==> src/sv/lzss_stream_decoder_core_assert.svh <==
// Assertion macros shared by the decoder modules.
// Each macro expects signals named clk and rst in the using module.
`ifndef LZSS_STREAM_DECODER_CORE_ASSERT_SVH
`define LZSS_STREAM_DECODER_CORE_ASSERT_SVH

// Consequent must hold in the same cycle as the antecedent.
`define LZSD_ASSERT_NOW(label, ante, cons, msg) \
  label: assert property (@(posedge clk) disable iff (rst) (ante) |-> (cons)) \
    else $error(msg);

// Consequent must hold in the cycle after the antecedent.
`define LZSD_ASSERT_NEXT(label, ante, cons, msg) \
  label: assert property (@(posedge clk) disable iff (rst) (ante) |=> (cons)) \
    else $error(msg);

`endif

==> src/sv/lzsd_pkg.sv <==
package lzsd_pkg;

  // Token geometry
  localparam int POS_BITS    = 13;
  localparam int LEN_BITS    = 4;
  localparam int LIT_BITS    = 8;
  localparam int TOK_BITS    = 1 + POS_BITS + LEN_BITS;
  localparam int LIT_PHASE   = 1 + LIT_BITS;
  localparam int POS_PHASE   = 1 + POS_BITS;
  localparam int MATCH_PHASE = TOK_BITS;
  localparam int PHASE_W     = $clog2(MATCH_PHASE + 1);
  localparam int BCNT_W      = $clog2(LIT_BITS + 1);

  // Match copy
  localparam int MIN_MATCH   = 3;
  localparam int CNT_W       = LEN_BITS + 1;

  // Window and checksum
  localparam int WIN_DEPTH   = 1 << POS_BITS;
  localparam int SUM_W       = 32;

  typedef enum logic [1:0] {
    EVT_NONE,
    EVT_LIT,
    EVT_END,
    EVT_MATCH
  } tok_evt_t;

  typedef struct packed {
    logic load;
    logic step;
    logic clr;
  } tok_ctrl_t;

  typedef struct packed {
    tok_evt_t              evt;
    logic                  more;
    logic [LIT_BITS-1:0]   lit;
    logic [POS_BITS-1:0]   pos;
    logic [LEN_BITS-1:0]   code;
  } tok_status_t;

  typedef struct packed {
    logic                  wr_en;
    logic [LIT_BITS-1:0]   wr_data;
    logic                  rd_en;
    logic [POS_BITS-1:0]   rd_addr;
  } win_req_t;

endpackage

==> src/sv/lzsd_token.sv <==
`include "lzss_stream_decoder_core_assert.svh"

module lzsd_token (
  input  logic                  clk,
  input  logic                  rst,
  input  lzsd_pkg::tok_ctrl_t   ctrl,
  input  logic [7:0]            in_byte,
  output lzsd_pkg::tok_status_t status
);

  logic [lzsd_pkg::LIT_BITS-1:0] sh;
  logic [lzsd_pkg::BCNT_W-1:0]   nbits;
  logic [lzsd_pkg::TOK_BITS-1:0] tok;
  logic [lzsd_pkg::PHASE_W-1:0]  phase;
  logic                          flag;

  // Shift one stream bit per step into the token
  always_ff @(posedge clk) begin
    if (rst) begin
      nbits <= '0;
      tok   <= '0;
      phase <= '0;
      flag  <= 1'b0;
    end else begin
      if (ctrl.load) begin
        sh    <= in_byte;
        nbits <= lzsd_pkg::BCNT_W'(lzsd_pkg::LIT_BITS);
      end else if (ctrl.step) begin
        sh    <= {sh[lzsd_pkg::LIT_BITS-2:0], 1'b0};
        nbits <= nbits - 1'b1;
        tok   <= {tok[lzsd_pkg::TOK_BITS-2:0], sh[lzsd_pkg::LIT_BITS-1]};
        phase <= phase + 1'b1;
        if (phase == '0) begin
          flag <= sh[lzsd_pkg::LIT_BITS-1];
        end
      end
      if (ctrl.clr) begin
        tok   <= '0;
        phase <= '0;
      end
    end
  end

  // Classify the token seen so far
  always_comb begin
    status.evt  = lzsd_pkg::EVT_NONE;
    status.more = (nbits != '0);
    status.lit  = tok[lzsd_pkg::LIT_BITS-1:0];
    status.pos  = tok[lzsd_pkg::LEN_BITS +: lzsd_pkg::POS_BITS];
    status.code = tok[lzsd_pkg::LEN_BITS-1:0];
    if (flag && phase == lzsd_pkg::PHASE_W'(lzsd_pkg::LIT_PHASE)) begin
      status.evt = lzsd_pkg::EVT_LIT;
    end else if (!flag && phase == lzsd_pkg::PHASE_W'(lzsd_pkg::POS_PHASE) &&
                 tok[lzsd_pkg::POS_BITS-1:0] == '0) begin
      status.evt = lzsd_pkg::EVT_END;
    end else if (!flag && phase == lzsd_pkg::PHASE_W'(lzsd_pkg::MATCH_PHASE)) begin
      status.evt = lzsd_pkg::EVT_MATCH;
    end
  end

  `LZSD_ASSERT_NOW(a_phase_bound, 1'b1, phase <= lzsd_pkg::PHASE_W'(lzsd_pkg::MATCH_PHASE), "token phase past match length")
  `LZSD_ASSERT_NOW(a_lit_bound, flag, phase <= lzsd_pkg::PHASE_W'(lzsd_pkg::LIT_PHASE), "literal token not closed")
  `LZSD_ASSERT_NOW(a_step_bits, ctrl.step, nbits != '0, "bit step with no bits left")

endmodule

==> config.mk <==
export PLATFORM = sky130hd
export DESIGN_NAME = lzsd_token
export DESIGN_NICKNAME = d
export VERILOG_FILES = /design/src/sv/lzsd_pkg.sv /design/src/sv/lzsd_token.sv
export VERILOG_INCLUDE_DIRS = /design/src /design/src/sv
export SDC_FILE = /design/constraint.sdc
export NUM_CORES = 1
export LEC_CHECK = 0
export BUFFER_PORTS_ARGS = -buffer_cell sky130_fd_sc_hd__buf_2
export CAP_MARGIN = 15
export CORE_MARGIN = 2
export CORE_UTILIZATION = 40
export CTS_BUF_LIST = sky130_fd_sc_hd__clkbuf_8
export DETAILED_ROUTE_END_ITERATION = 16
export HOLD_SLACK_MARGIN = 0.08
export PLACE_DENSITY_LB_ADDON = 0.15
export SLEW_MARGIN = 25
export SYNTH_ARGS = -nofsm -noshare
export SYNTH_HDL_FRONTEND = slang
export SYNTH_SLANG_ARGS = --single-unit
==> constraint.sdc <==
create_clock -name clk -period 1.6 [get_ports clk]
set_input_delay 0.16 -clock clk [delete_from_list [all_inputs] [get_ports clk]]
set_output_delay 0.16 -clock clk [all_outputs]
set_load 0.02 [all_outputs]
==> qor.txt, run 1 <==
status = finished, final reports clean
syn nets = 189
sequential power share = 55.1%
post-synth top area share = 33.5%
TritonCTS clock tree = done
Ports = 41
Routed wire per std cell = 12.8 um
height of the chip = 67.5 um
htree depth = 2
clk slew on worst S/H paths = 0.07 ns
CP peak stage delay = 0.36 ns
DRT Wirelength = 3.26 mm
final hold vios = 0
Synth area leader = dfxtp_1
Logic pwr share = 8.0%
most frequent cells in the layout = nand2_1, buf_2, a21oi_1
dpl hpwl = 2.20 mm
Nets = 224
CP max stage cell = dfxtp_2
Setup Viol. Count Final = 0
final period utilization = 98.9%
CP Capture Type = primary output
Worst Skew = 0.00270 ns
Seq/Total Area, Yosys = 48.4%
number of global-route vias before repair = 1147
Ant. Diodes = 0
Starting Density = 40.9%
Hold Crit Class = in -> reg
commonest non-fill, non-tap cell in the layout = nand2_1
clk buf depth = 2
global-route wire length before repair = 5.01 mm
Least-Margin Pin Slew = 0.376 ns
CP Data Required Time = 1.44 ns
Fmax achieved = 0.632 GHz
Syn-to-layout area delta = 22.4%
Mapped Area = 1610 sq um
cell family with most CP delay = simple AND/OR/NAND/NOR gates
Worst Path Arrival = 1.42 ns
Clk network pwr share = 37.0%
setup_tns = 0 ns
Pwr per Cell Area = 867 nW/um^2
Pint = 1.33 mW
clock sink total = 35
Design Power = 1.71 mW
Die ar. = 4560 sq um
Clock Latency Late Sink = 0.28 ns
max_slew headroom = 74.6%
Psw = 0.386 mW
switching part of the total power = 22.5%
cell count after synthesis = 170
Netlist cell types = 32
Fill cells = 378
unrepaired setup endpoints after global routing = true
antenna violations before repair = 0
Tot GR Track Use = 15.1%
1st-iter DRT viols = 47
Post-route DRC = 0
layout cell share with drive strength beyond 1 = 38.0%
Crit Path Max Fanout = 7
Lkg Pwr = 0.800 nW
Slew Viols, Final = 0
Final Wtd Congestion = 0.753
Antenna Nets Post-Route = 0
critical path type = reg -> out
root buffer cell = clkbuf_8
Synth area leaders = dfxtp_1, edfxtp_1, nand2_1
Seq cells post-synth = 35
TritonCTS buffer count = 5
Via-to-Cell Ratio = 4.95
Rows = 23
post-layout min period = 1.58 ns
VDD IR-drop max = 522 uV
largest net degree at the start of global routing = 23
YS warnings = 0
vias = 1263
IO buf count = 40
placeable core area = 3940 sq um
first-pass iteration count of the detailed router = 4
Syn Area/Cell = 9.49 sq um
crit path buf inv count = 1
Die X = 67.5 um
launching element type of the critical path = flip-flop
Max Cap Viol = 0
Congestion Overflow GR = 0
crit-path cells = nor4b_4 > a41oi_2 > nor3b_2 > buf_4
## cells by family after synthesis
kind of cell / count (synthesis) / synth area share [%]
and+or+nand+nor: 67 / 21.6
DFF: 35 / 48.4
AOI/OAI and AO/OA: 29 / 10.0
buffers and inverters: 22 / 8.37
muxes: 7 / 4.88
adders and majority gates: 6 / 4.65
xor gates and xnor gates: 4 / 2.17
## layout make-up
type                    instances  area (sq um)  share of cell area (%)
repair buffers                 45           243                    12.3
well taps                      50          62.6                    3.17
clock buffers                   6          82.6                    4.18
multi-input cells             113           771                    39.0
inverters                       5          18.8                   0.950
flip-flops and latches         35           793                    40.2
clock inverters                 1          5.00                   0.253
## timing repair
item | CTS | global route
setup buffers | 1 | 0
gates resized for setup | 11 | 10
gates cloned | 0 | 0
setup endpoints to repair | 1 | 2
pin swaps | 4 | 5
hold buffers | 0 | 0
## stage by stage
step / hold slack, ns / cell area [sq um] / util (%) / setup WS (ns) / cells
after floorplan: 0.229 / 1610 / - / 0.0697 / 170
after global placement: 0.424 / 1790 / 45.4 / 0.144 / 247
after detailed placement: 0.435 / 1790 / 45.4 / 0.136 / 247
after CTS: 0.128 / 1930 / 48.9 / -0.0678 / 255
after global routing: 0.141 / 1980 / 50.1 / -0.0730 / 255
final: 0.130 / 1980 / 50.1 / 0.0173 / 255
## synth_stat cells (all sizes together)
library cell   n
a21bo          1
and2b          1
or2            1
xnor2          2
nor2           5
nor3b          2
dfxtp         27
nand3b         1
nand2         41
nor3           2
nand2b         1
inv            5
and2           1
nor4           2
nand4bb        1
xor2           2
nand3          2
a2111oi        1
o21ai          2
mux2           7
buf           17
ha             6
or3            2
nor4b          4
edfxtp         8
a21oi         24
a41oi          1
nand4b         1
## state kept, by name, summed over array words and instances, names as in the netlist
name   count
flag       1
nbits      4
phase      5
sh         8
tok       17
## worst reg2reg max path: cells and delay by family (launching register included)
| family | cells | cell delay (ns) |
|---|---|---|
| and+or+nand+nor | 2 | 0.46 |
| DFF | 1 | 0.41 |
| adders and majority gates | 1 | 0.23 |
| AOI/OAI and AO/OA | 1 | 0.13 |
## power groups by stage
stage / clock (mW) / sequential [mW] / combinational, mW
global placement: 0 / 0.963 / 0.131
CTS: 0.657 / 0.943 / 0.138
global route: 0.685 / 0.945 / 0.151
detailed placement: 0 / 0.964 / 0.138
floorplan: 0 / 0.961 / 0.0999
finish: 0.633 / 0.943 / 0.137
## final timing paths
path | slack, ns | end | start | depth (start not counted)
worst max-delay path | 0.02 | status[27] | phase[4] | 4
worst min-delay path | 0.13 | flag | rst | 2
worst max register to register | 0.32 | phase[4] | phase[1] | 4
worst min register to register | 0.48 | tok[13] | tok[13] | 2
## metal layers
layer	share of wire [%]	vias to the layer above	routed length, um	global-route usage (%)
li1	-	632	-	-
met1	44	584	1440	18.0
met2	48	37	1560	23.9
met3	5.3	10	174	4.33
met4	2.7	0	87	9.18
met5	0	-	0	0
Power figures use the tool's default switching activity.
==> run 2, diff against run 1 <==
--- a/config.mk
+++ b/config.mk
@@ -8,12 +8,15 @@
 export LEC_CHECK = 0
 export BUFFER_PORTS_ARGS = -buffer_cell sky130_fd_sc_hd__buf_2
 export CAP_MARGIN = 15
+export CELL_PAD_IN_SITES_DETAIL_PLACEMENT = 1
+export CELL_PAD_IN_SITES_GLOBAL_PLACEMENT = 1
 export CORE_MARGIN = 2
 export CORE_UTILIZATION = 40
 export CTS_BUF_LIST = sky130_fd_sc_hd__clkbuf_8
 export DETAILED_ROUTE_END_ITERATION = 16
 export HOLD_SLACK_MARGIN = 0.08
 export PLACE_DENSITY_LB_ADDON = 0.15
+export RECOVER_POWER = 100
 export SLEW_MARGIN = 25
 export SYNTH_ARGS = -nofsm -noshare
 export SYNTH_HDL_FRONTEND = slang
==> run 2 against run 1 <==
Compared with the run above: the run now ends with negative setup slack left; non-clock buffer count up 2; fmax is 4.5% lower; clock skew is 0.0065 ns higher; worst hold slack gained 0.0041 ns; final cell count is 1.2% higher.
==> qor.txt, run 2 (synthesis gave the netlist of run 1 again) <==
Worst Skew = 0.00922 ns (was 0.00270 ns)
final hold vios = 0 (unchanged)
critical path type = reg -> out (unchanged)
Setup Viol. Count Final = 1 (was 0)
Design Power = 1.67 mW (was 1.71 mW)
unrepaired setup endpoints after global routing = true (unchanged)
CP Capture Type = primary output (unchanged)
max_slew headroom = 37.8% (was 74.6%)
TritonCTS clock tree = done (unchanged)
Ant. Diodes = 0 (unchanged)
vias = 1271 (was 1263)
Slew Viols, Final = 0 (unchanged)
Lkg Pwr = 0.772 nW (was 0.800 nW)
Syn-to-layout area delta = 23.5% (was 22.4%)
post-layout min period = 1.66 ns (was 1.58 ns)
Max Cap Viol = 0 (unchanged)
Clock Latency Late Sink = 0.28 ns (about the same)
layout cell share with drive strength beyond 1 = 35.1% (was 38.0%)
antenna violations before repair = 0 (unchanged)
height of the chip = 67.5 um (unchanged)
htree depth = 2 (unchanged)
multi-input logic area = 792 sq um (was 771 sq um)
Antenna Nets Post-Route = 0 (unchanged)
Least-Margin Pin Slew = 0.933 ns (was 0.376 ns)
Hold Crit Class = in -> reg (unchanged)
TritonCTS buffer count = 5 (unchanged)
VDD IR-drop max = 573 uV (was 522 uV)
Die ar. = 4560 sq um (unchanged)
Post-route DRC = 0 (unchanged)
max reg flops = 17 (unchanged)
clk buf depth = 2 (unchanged)
Worst Path Arrival = 1.50 ns (was 1.42 ns)
IO buf count = 40 (unchanged)
clk slew on worst S/H paths = 0.07 ns (about the same)
Routed wire per std cell = 14.0 um (was 12.8 um)
hold buffers post-CTS = 0 (unchanged)
CP peak stage delay = 0.36 ns (about the same)
Top Registers = tok (17), sh (8), phase (5) (unchanged)
launching element type of the critical path = flip-flop (unchanged)
commonest non-fill, non-tap cell in the layout = nand2_1 (unchanged)
Via-to-Cell Ratio = 4.93 (was 4.95)
DRT Wirelength = 3.61 mm (was 3.26 mm)
Die X = 67.5 um (unchanged)
failing checks = negative setup slack
Ports = 41 (unchanged)
Pwr per Cell Area = 836 nW/um^2 (was 867 nW/um^2)
number of global-route vias before repair = 1266 (was 1147)
clock sink total = 35 (unchanged)
dpl hpwl = 2.50 mm (was 2.20 mm)
first-pass iteration count of the detailed router = 4 (unchanged)
final period utilization = 104% (was 98.9%)
most frequent cells in the layout = nand2_1, buf_2, a21oi_1 (unchanged)
global-route wire length before repair = 5.95 mm (was 5.01 mm)
fin area = 1990 sq um (was 1980 sq um)
Nets = 226 (was 224)
Starting Density = 40.9% (unchanged)
root buffer cell = clkbuf_8 (unchanged)
placed instance area = 1800 sq um (was 1790 sq um)
1st-iter DRT viols = 52 (was 47)
CP max stage cell = dfxtp_2 (unchanged)
CP Data Required Time = 1.44 ns (about the same)
Seq. cell area = 801 sq um (was 793 sq um)
crit-path cells = nor4b_4 > a41oi_2 > nor3b_2 > buf_4 (unchanged)
status = finished, violations left (was finished, final reports clean)
Final Wtd Congestion = 0.757 (was 0.753)
setup ws final = -0.0572 ns (was 0.0173 ns)
Congestion Overflow GR = 0 (unchanged)
placeable core area = 3940 sq um (unchanged)
Tot GR Track Use = 18.0% (was 15.1%)
largest net degree at the start of global routing = 23 (unchanged)
Fill cells = 461 (was 378)
Fmax achieved = 0.603 GHz (was 0.632 GHz)
Crit Path Max Fanout = 4 (was 7)
Rows = 23 (unchanged)
Most flops, register = tok (unchanged)
## run 2: worst paths after layout
path / start / to / slack (ns) / cells after the start
max: tok[12] / status[27] / -0.06 / 4
min: rst / flag / 0.13 / 2
max reg2reg: phase[0] / phase[4] / 0.29 / 5
min reg2reg: tok[16] / tok[16] / 0.46 / 2
## run 2: stage by stage
stage	cells	setup slack [ns]	util (%)	hold WS (ns)	TNS [ns]
final	258	-0.0572	50.6	0.134	-0.0572
after global routing	258	-0.116	50.6	0.139	-0.116
after CTS	256	-0.0496	49.4	0.128	-0.0496
after detailed placement	248	0.134	45.6	0.426	0
after global placement	248	0.144	45.6	0.423	0
after floorplan	170	0.0697	-	0.229	0
## run 2: layer usage
layer  wire, um  vias up  share of wire (%)  track usage [%]
met2       1870       27                 52             31.4
met3        166        6                4.6             5.83
met5          0        -                  0                0
li1           -      642                  -                -
met4         45        0                1.2             5.36
met1       1530      596                 42             20.8
## run 2: worst max-delay path: cells and delay by family (launching register included)
| family | cells | cell delay [ns] |
|---|---|---|
| buf+inv | 1 | 0.17 |
| compound gates | 1 | 0.16 |
| flops | 1 | 0.36 |
| simple gates | 2 | 0.53 |
## run 2: what timing repair did
item | CTS | global route
setup endpoints to repair | 2 | 2
gates resized for setup | 15 | 16
buffers inserted | 0 | 2
pin swaps | 4 | 5
## run 2: cell type report
| type | instances | share of cell area [%] |
|---|---|---|
| Multi-Input combinational cell | 113 | 39.7 |
| Inverter | 5 | 1.07 |
| Timing Repair Buffer | 47 | 11.8 |
| Clock inverter | 3 | 0.628 |
| Clock buffer | 5 | 3.45 |
| Sequential cell | 35 | 40.2 |
| Tap cell | 50 | 3.14 |
## run 2: report_power, final
group          total, mW  internal [mW]  switching [mW]
Clock              0.592          0.292           0.299
Sequential         0.941          0.926          0.0148
Combinational      0.133         0.0576          0.0752
==> run 3, diff against run 2 <==
--- a/config.mk
+++ b/config.mk
@@ -10,7 +10,8 @@
 export CAP_MARGIN = 15
 export CELL_PAD_IN_SITES_DETAIL_PLACEMENT = 1
 export CELL_PAD_IN_SITES_GLOBAL_PLACEMENT = 1
-export CORE_MARGIN = 2
+export CORE_ASPECT_RATIO = 1.2
+export CORE_MARGIN = 8
 export CORE_UTILIZATION = 40
 export CTS_BUF_LIST = sky130_fd_sc_hd__clkbuf_8
 export DETAILED_ROUTE_END_ITERATION = 16
==> run 3 against run 2 <==
Compared with the run above: the run still ends with negative setup slack left; global-route usage down 5.5 points; sequential share of layout area about the same; final cell count up 1.6%; flip-flop and latch count unchanged; clock power down 0.8%; wire length up 5.4%; count of clock-buffer cells in the layout unchanged; clock skew down 0.0020 ns; die area up 39%; fmax up 2.7%; critical endpoint unchanged.
==> qor.txt, run 3 (synthesis gave the netlist of run 1 again) <==
status = finished, violations left (unchanged)
failing checks = negative setup slack (unchanged)
Starting Density = 41.3% (was 40.9%)
unrepaired setup endpoints after global routing = true (unchanged)
Die X = 74.0 um (was 67.5 um)
Psw = 0.385 mW (was 0.389 mW)
max reg flops = 17 (unchanged)
vias = 1285 (was 1271)
hold_ws = 0.137 ns (was 0.134 ns)
first-pass iteration count of the detailed router = 4 (unchanged)
height of the chip = 85.6 um (was 67.5 um)
Pint = 1.28 mW (about the same)
largest net degree at the start of global routing = 23 (unchanged)
CP Data Required Time = 1.44 ns (about the same)
TritonCTS clock tree = done (unchanged)
number of global-route vias before repair = 1328 (was 1266)
clk slew on worst S/H paths = 0.06 ns (was 0.07 ns)
Nets = 226 (unchanged)
DRT Wirelength = 3.80 mm (was 3.61 mm)
Setup Viol. Count Final = 1 (unchanged)
hold path startpoint = rst (unchanged)
Tot GR Track Use = 12.4% (was 18.0%)
Rows = 25 (was 23)
Syn-to-layout area delta = 23.0% (was 23.5%)
Least-Margin Pin Slew = 0.586 ns (was 0.933 ns)
Seq. cell area = 797 sq um (was 801 sq um)
R2R depth = 4 (was 5)
TritonCTS buffer count = 5 (unchanged)
Top Registers = tok (17), sh (8), phase (5) (unchanged)
placeable core area = 3910 sq um (was 3940 sq um)
multi-input logic area = 774 sq um (was 792 sq um)
Routed wire per std cell = 14.5 um (was 14.0 um)
Ports = 41 (unchanged)
CP Capture Type = primary output (unchanged)
critical path depth = 4 (unchanged)
CP peak stage delay = 0.35 ns (was 0.36 ns)
Congestion Overflow GR = 0 (unchanged)
Max Cap Viol = 0 (unchanged)
Clk network pwr share = 35.3% (was 35.5%)
Fill cells = 476 (was 461)
Die ar. = 6330 sq um (was 4560 sq um)
hold buffers post-CTS = 0 (unchanged)
global-route wire length before repair = 6.11 mm (was 5.95 mm)
Fmax achieved = 0.620 GHz (was 0.603 GHz)
antenna violations before repair = 0 (unchanged)
Worst Skew = 0.00722 ns (was 0.00922 ns)
clock sink total = 35 (unchanged)
reg2reg setup slack = 0.30 ns (was 0.29 ns)
setup ws final = -0.0136 ns (was -0.0572 ns)
VDD IR-drop max = 593 uV (was 573 uV)
sequential power share = 56.6% (was 56.5%)
Slew Viols, Final = 0 (unchanged)
htree depth = 2 (unchanged)
critical path type = reg -> out (unchanged)
Final Wtd Congestion = 0.739 (was 0.757)
post-layout min period = 1.61 ns (was 1.66 ns)
Hold Crit Class = in -> reg (unchanged)
layout cell share with drive strength beyond 1 = 37.0% (was 35.1%)
reg-to-reg startpoint = phase[0] (unchanged)
max_slew headroom = 60.9% (was 37.8%)
Ant. Diodes = 0 (unchanged)
clk buf depth = 2 (unchanged)
Via-to-Cell Ratio = 4.90 (was 4.93)
1st-iter DRT viols = 29 (was 52)
crit path buf inv count = 1 (unchanged)
Design Power = 1.66 mW (was 1.67 mW)
Logic pwr share = 8.1% (was 8.0%)
CP max stage cell = dfxtp_4 (was dfxtp_2)
final hold vios = 0 (unchanged)
IO buf count = 40 (unchanged)
launching element type of the critical path = flip-flop (unchanged)
hold path depth = 2 (unchanged)
Post-route DRC = 0 (unchanged)
Clock Latency Late Sink = 0.28 ns (about the same)
Most flops, register = tok (unchanged)
crit-path cells = nor4_4 > a41oi_2 > nor3b_2 > buf_4 (was nor4b_4 > a41oi_2 > nor3b_2 > buf_4)
final core utilization = 50.8% (was 50.6%)
dpl hpwl = 2.80 mm (was 2.50 mm)
Worst Path Arrival = 1.45 ns (was 1.50 ns)
switching part of the total power = 23.2% (was 23.4%)
Antenna Nets Post-Route = 0 (unchanged)
commonest non-fill, non-tap cell in the layout = nand2_1 (unchanged)
Setup crit start = tok[0] (was tok[12])
Lkg Pwr = 0.798 nW (was 0.772 nW)
Pwr per Cell Area = 838 nW/um^2 (was 836 nW/um^2)
most frequent cells in the layout = nand2_1, buf_2, a21oi_1 (unchanged)
cell family with most CP delay = simple AND/OR/NAND/NOR gates (unchanged)
root buffer cell = clkbuf_8 (unchanged)
Crit Path Max Fanout = 3 (was 4)
final period utilization = 101% (was 104%)
-- run 3: layout make-up --
cell class | instances | area share (%)
sequential | 35 | 40.1
multi-input combinational | 113 | 39.0
timing repair buffer | 47 | 12.4
clock buffer | 5 | 3.47
tap | 54 | 3.40
inverter | 5 | 0.945
clock inverter | 3 | 0.630
-- run 3: per-layer routing --
metal	global-route usage (%)	wire length [um]
met1	11.6	1460
met2	23.2	2080
met3	3.50	179
met4	6.56	76
met5	0	0
-- run 3: power by group through the flow --
stage          Clock, mW  Sequential, mW  Combinational, mW
6_report           0.587           0.942              0.134
5_1_grt            0.635           0.944              0.151
4_1_cts            0.614           0.944              0.140
3_5_place_dp           0           0.965              0.138
3_3_place_gp           0           0.963              0.133
2_1_floorplan          0           0.961             0.0999
-- run 3: final timing paths --
check / end
worst max-delay path: status[27]
worst min-delay path: flag
worst max register to register: phase[4]
worst min register to register: tok[16]
-- run 3: worst register-to-register path, cell delays in order (launching register included) --
cell and delay (ns):
dfxtp_1 0.41, ha_1 0.23, nand3b_4 0.09, or3_1 0.37
a21oi_2 0.13
-- run 3: timing repair --
| item | 4_1_cts | 5_1_grt |
|---|---|---|
| endpoints found under the setup margin | 1 | 2 |
| pin swaps | 6 | 4 |
| resized for setup | 17 | 8 |
| buffers inserted | 1 | 1 |
-- run 3: through the flow --
stage / worst slack, ns / TNS [ns] / cell area [sq um] / cells
2_1_floorplan: 0.0697 / 0 / 1610 / 170
3_3_place_gp: 0.153 / 0 / 1800 / 252
3_5_place_dp: 0.103 / 0 / 1800 / 252
4_1_cts: -0.0319 / -0.0319 / 1970 / 261
5_1_grt: -0.0827 / -0.0827 / 1990 / 262
6_report: -0.0136 / -0.0136 / 1990 / 262
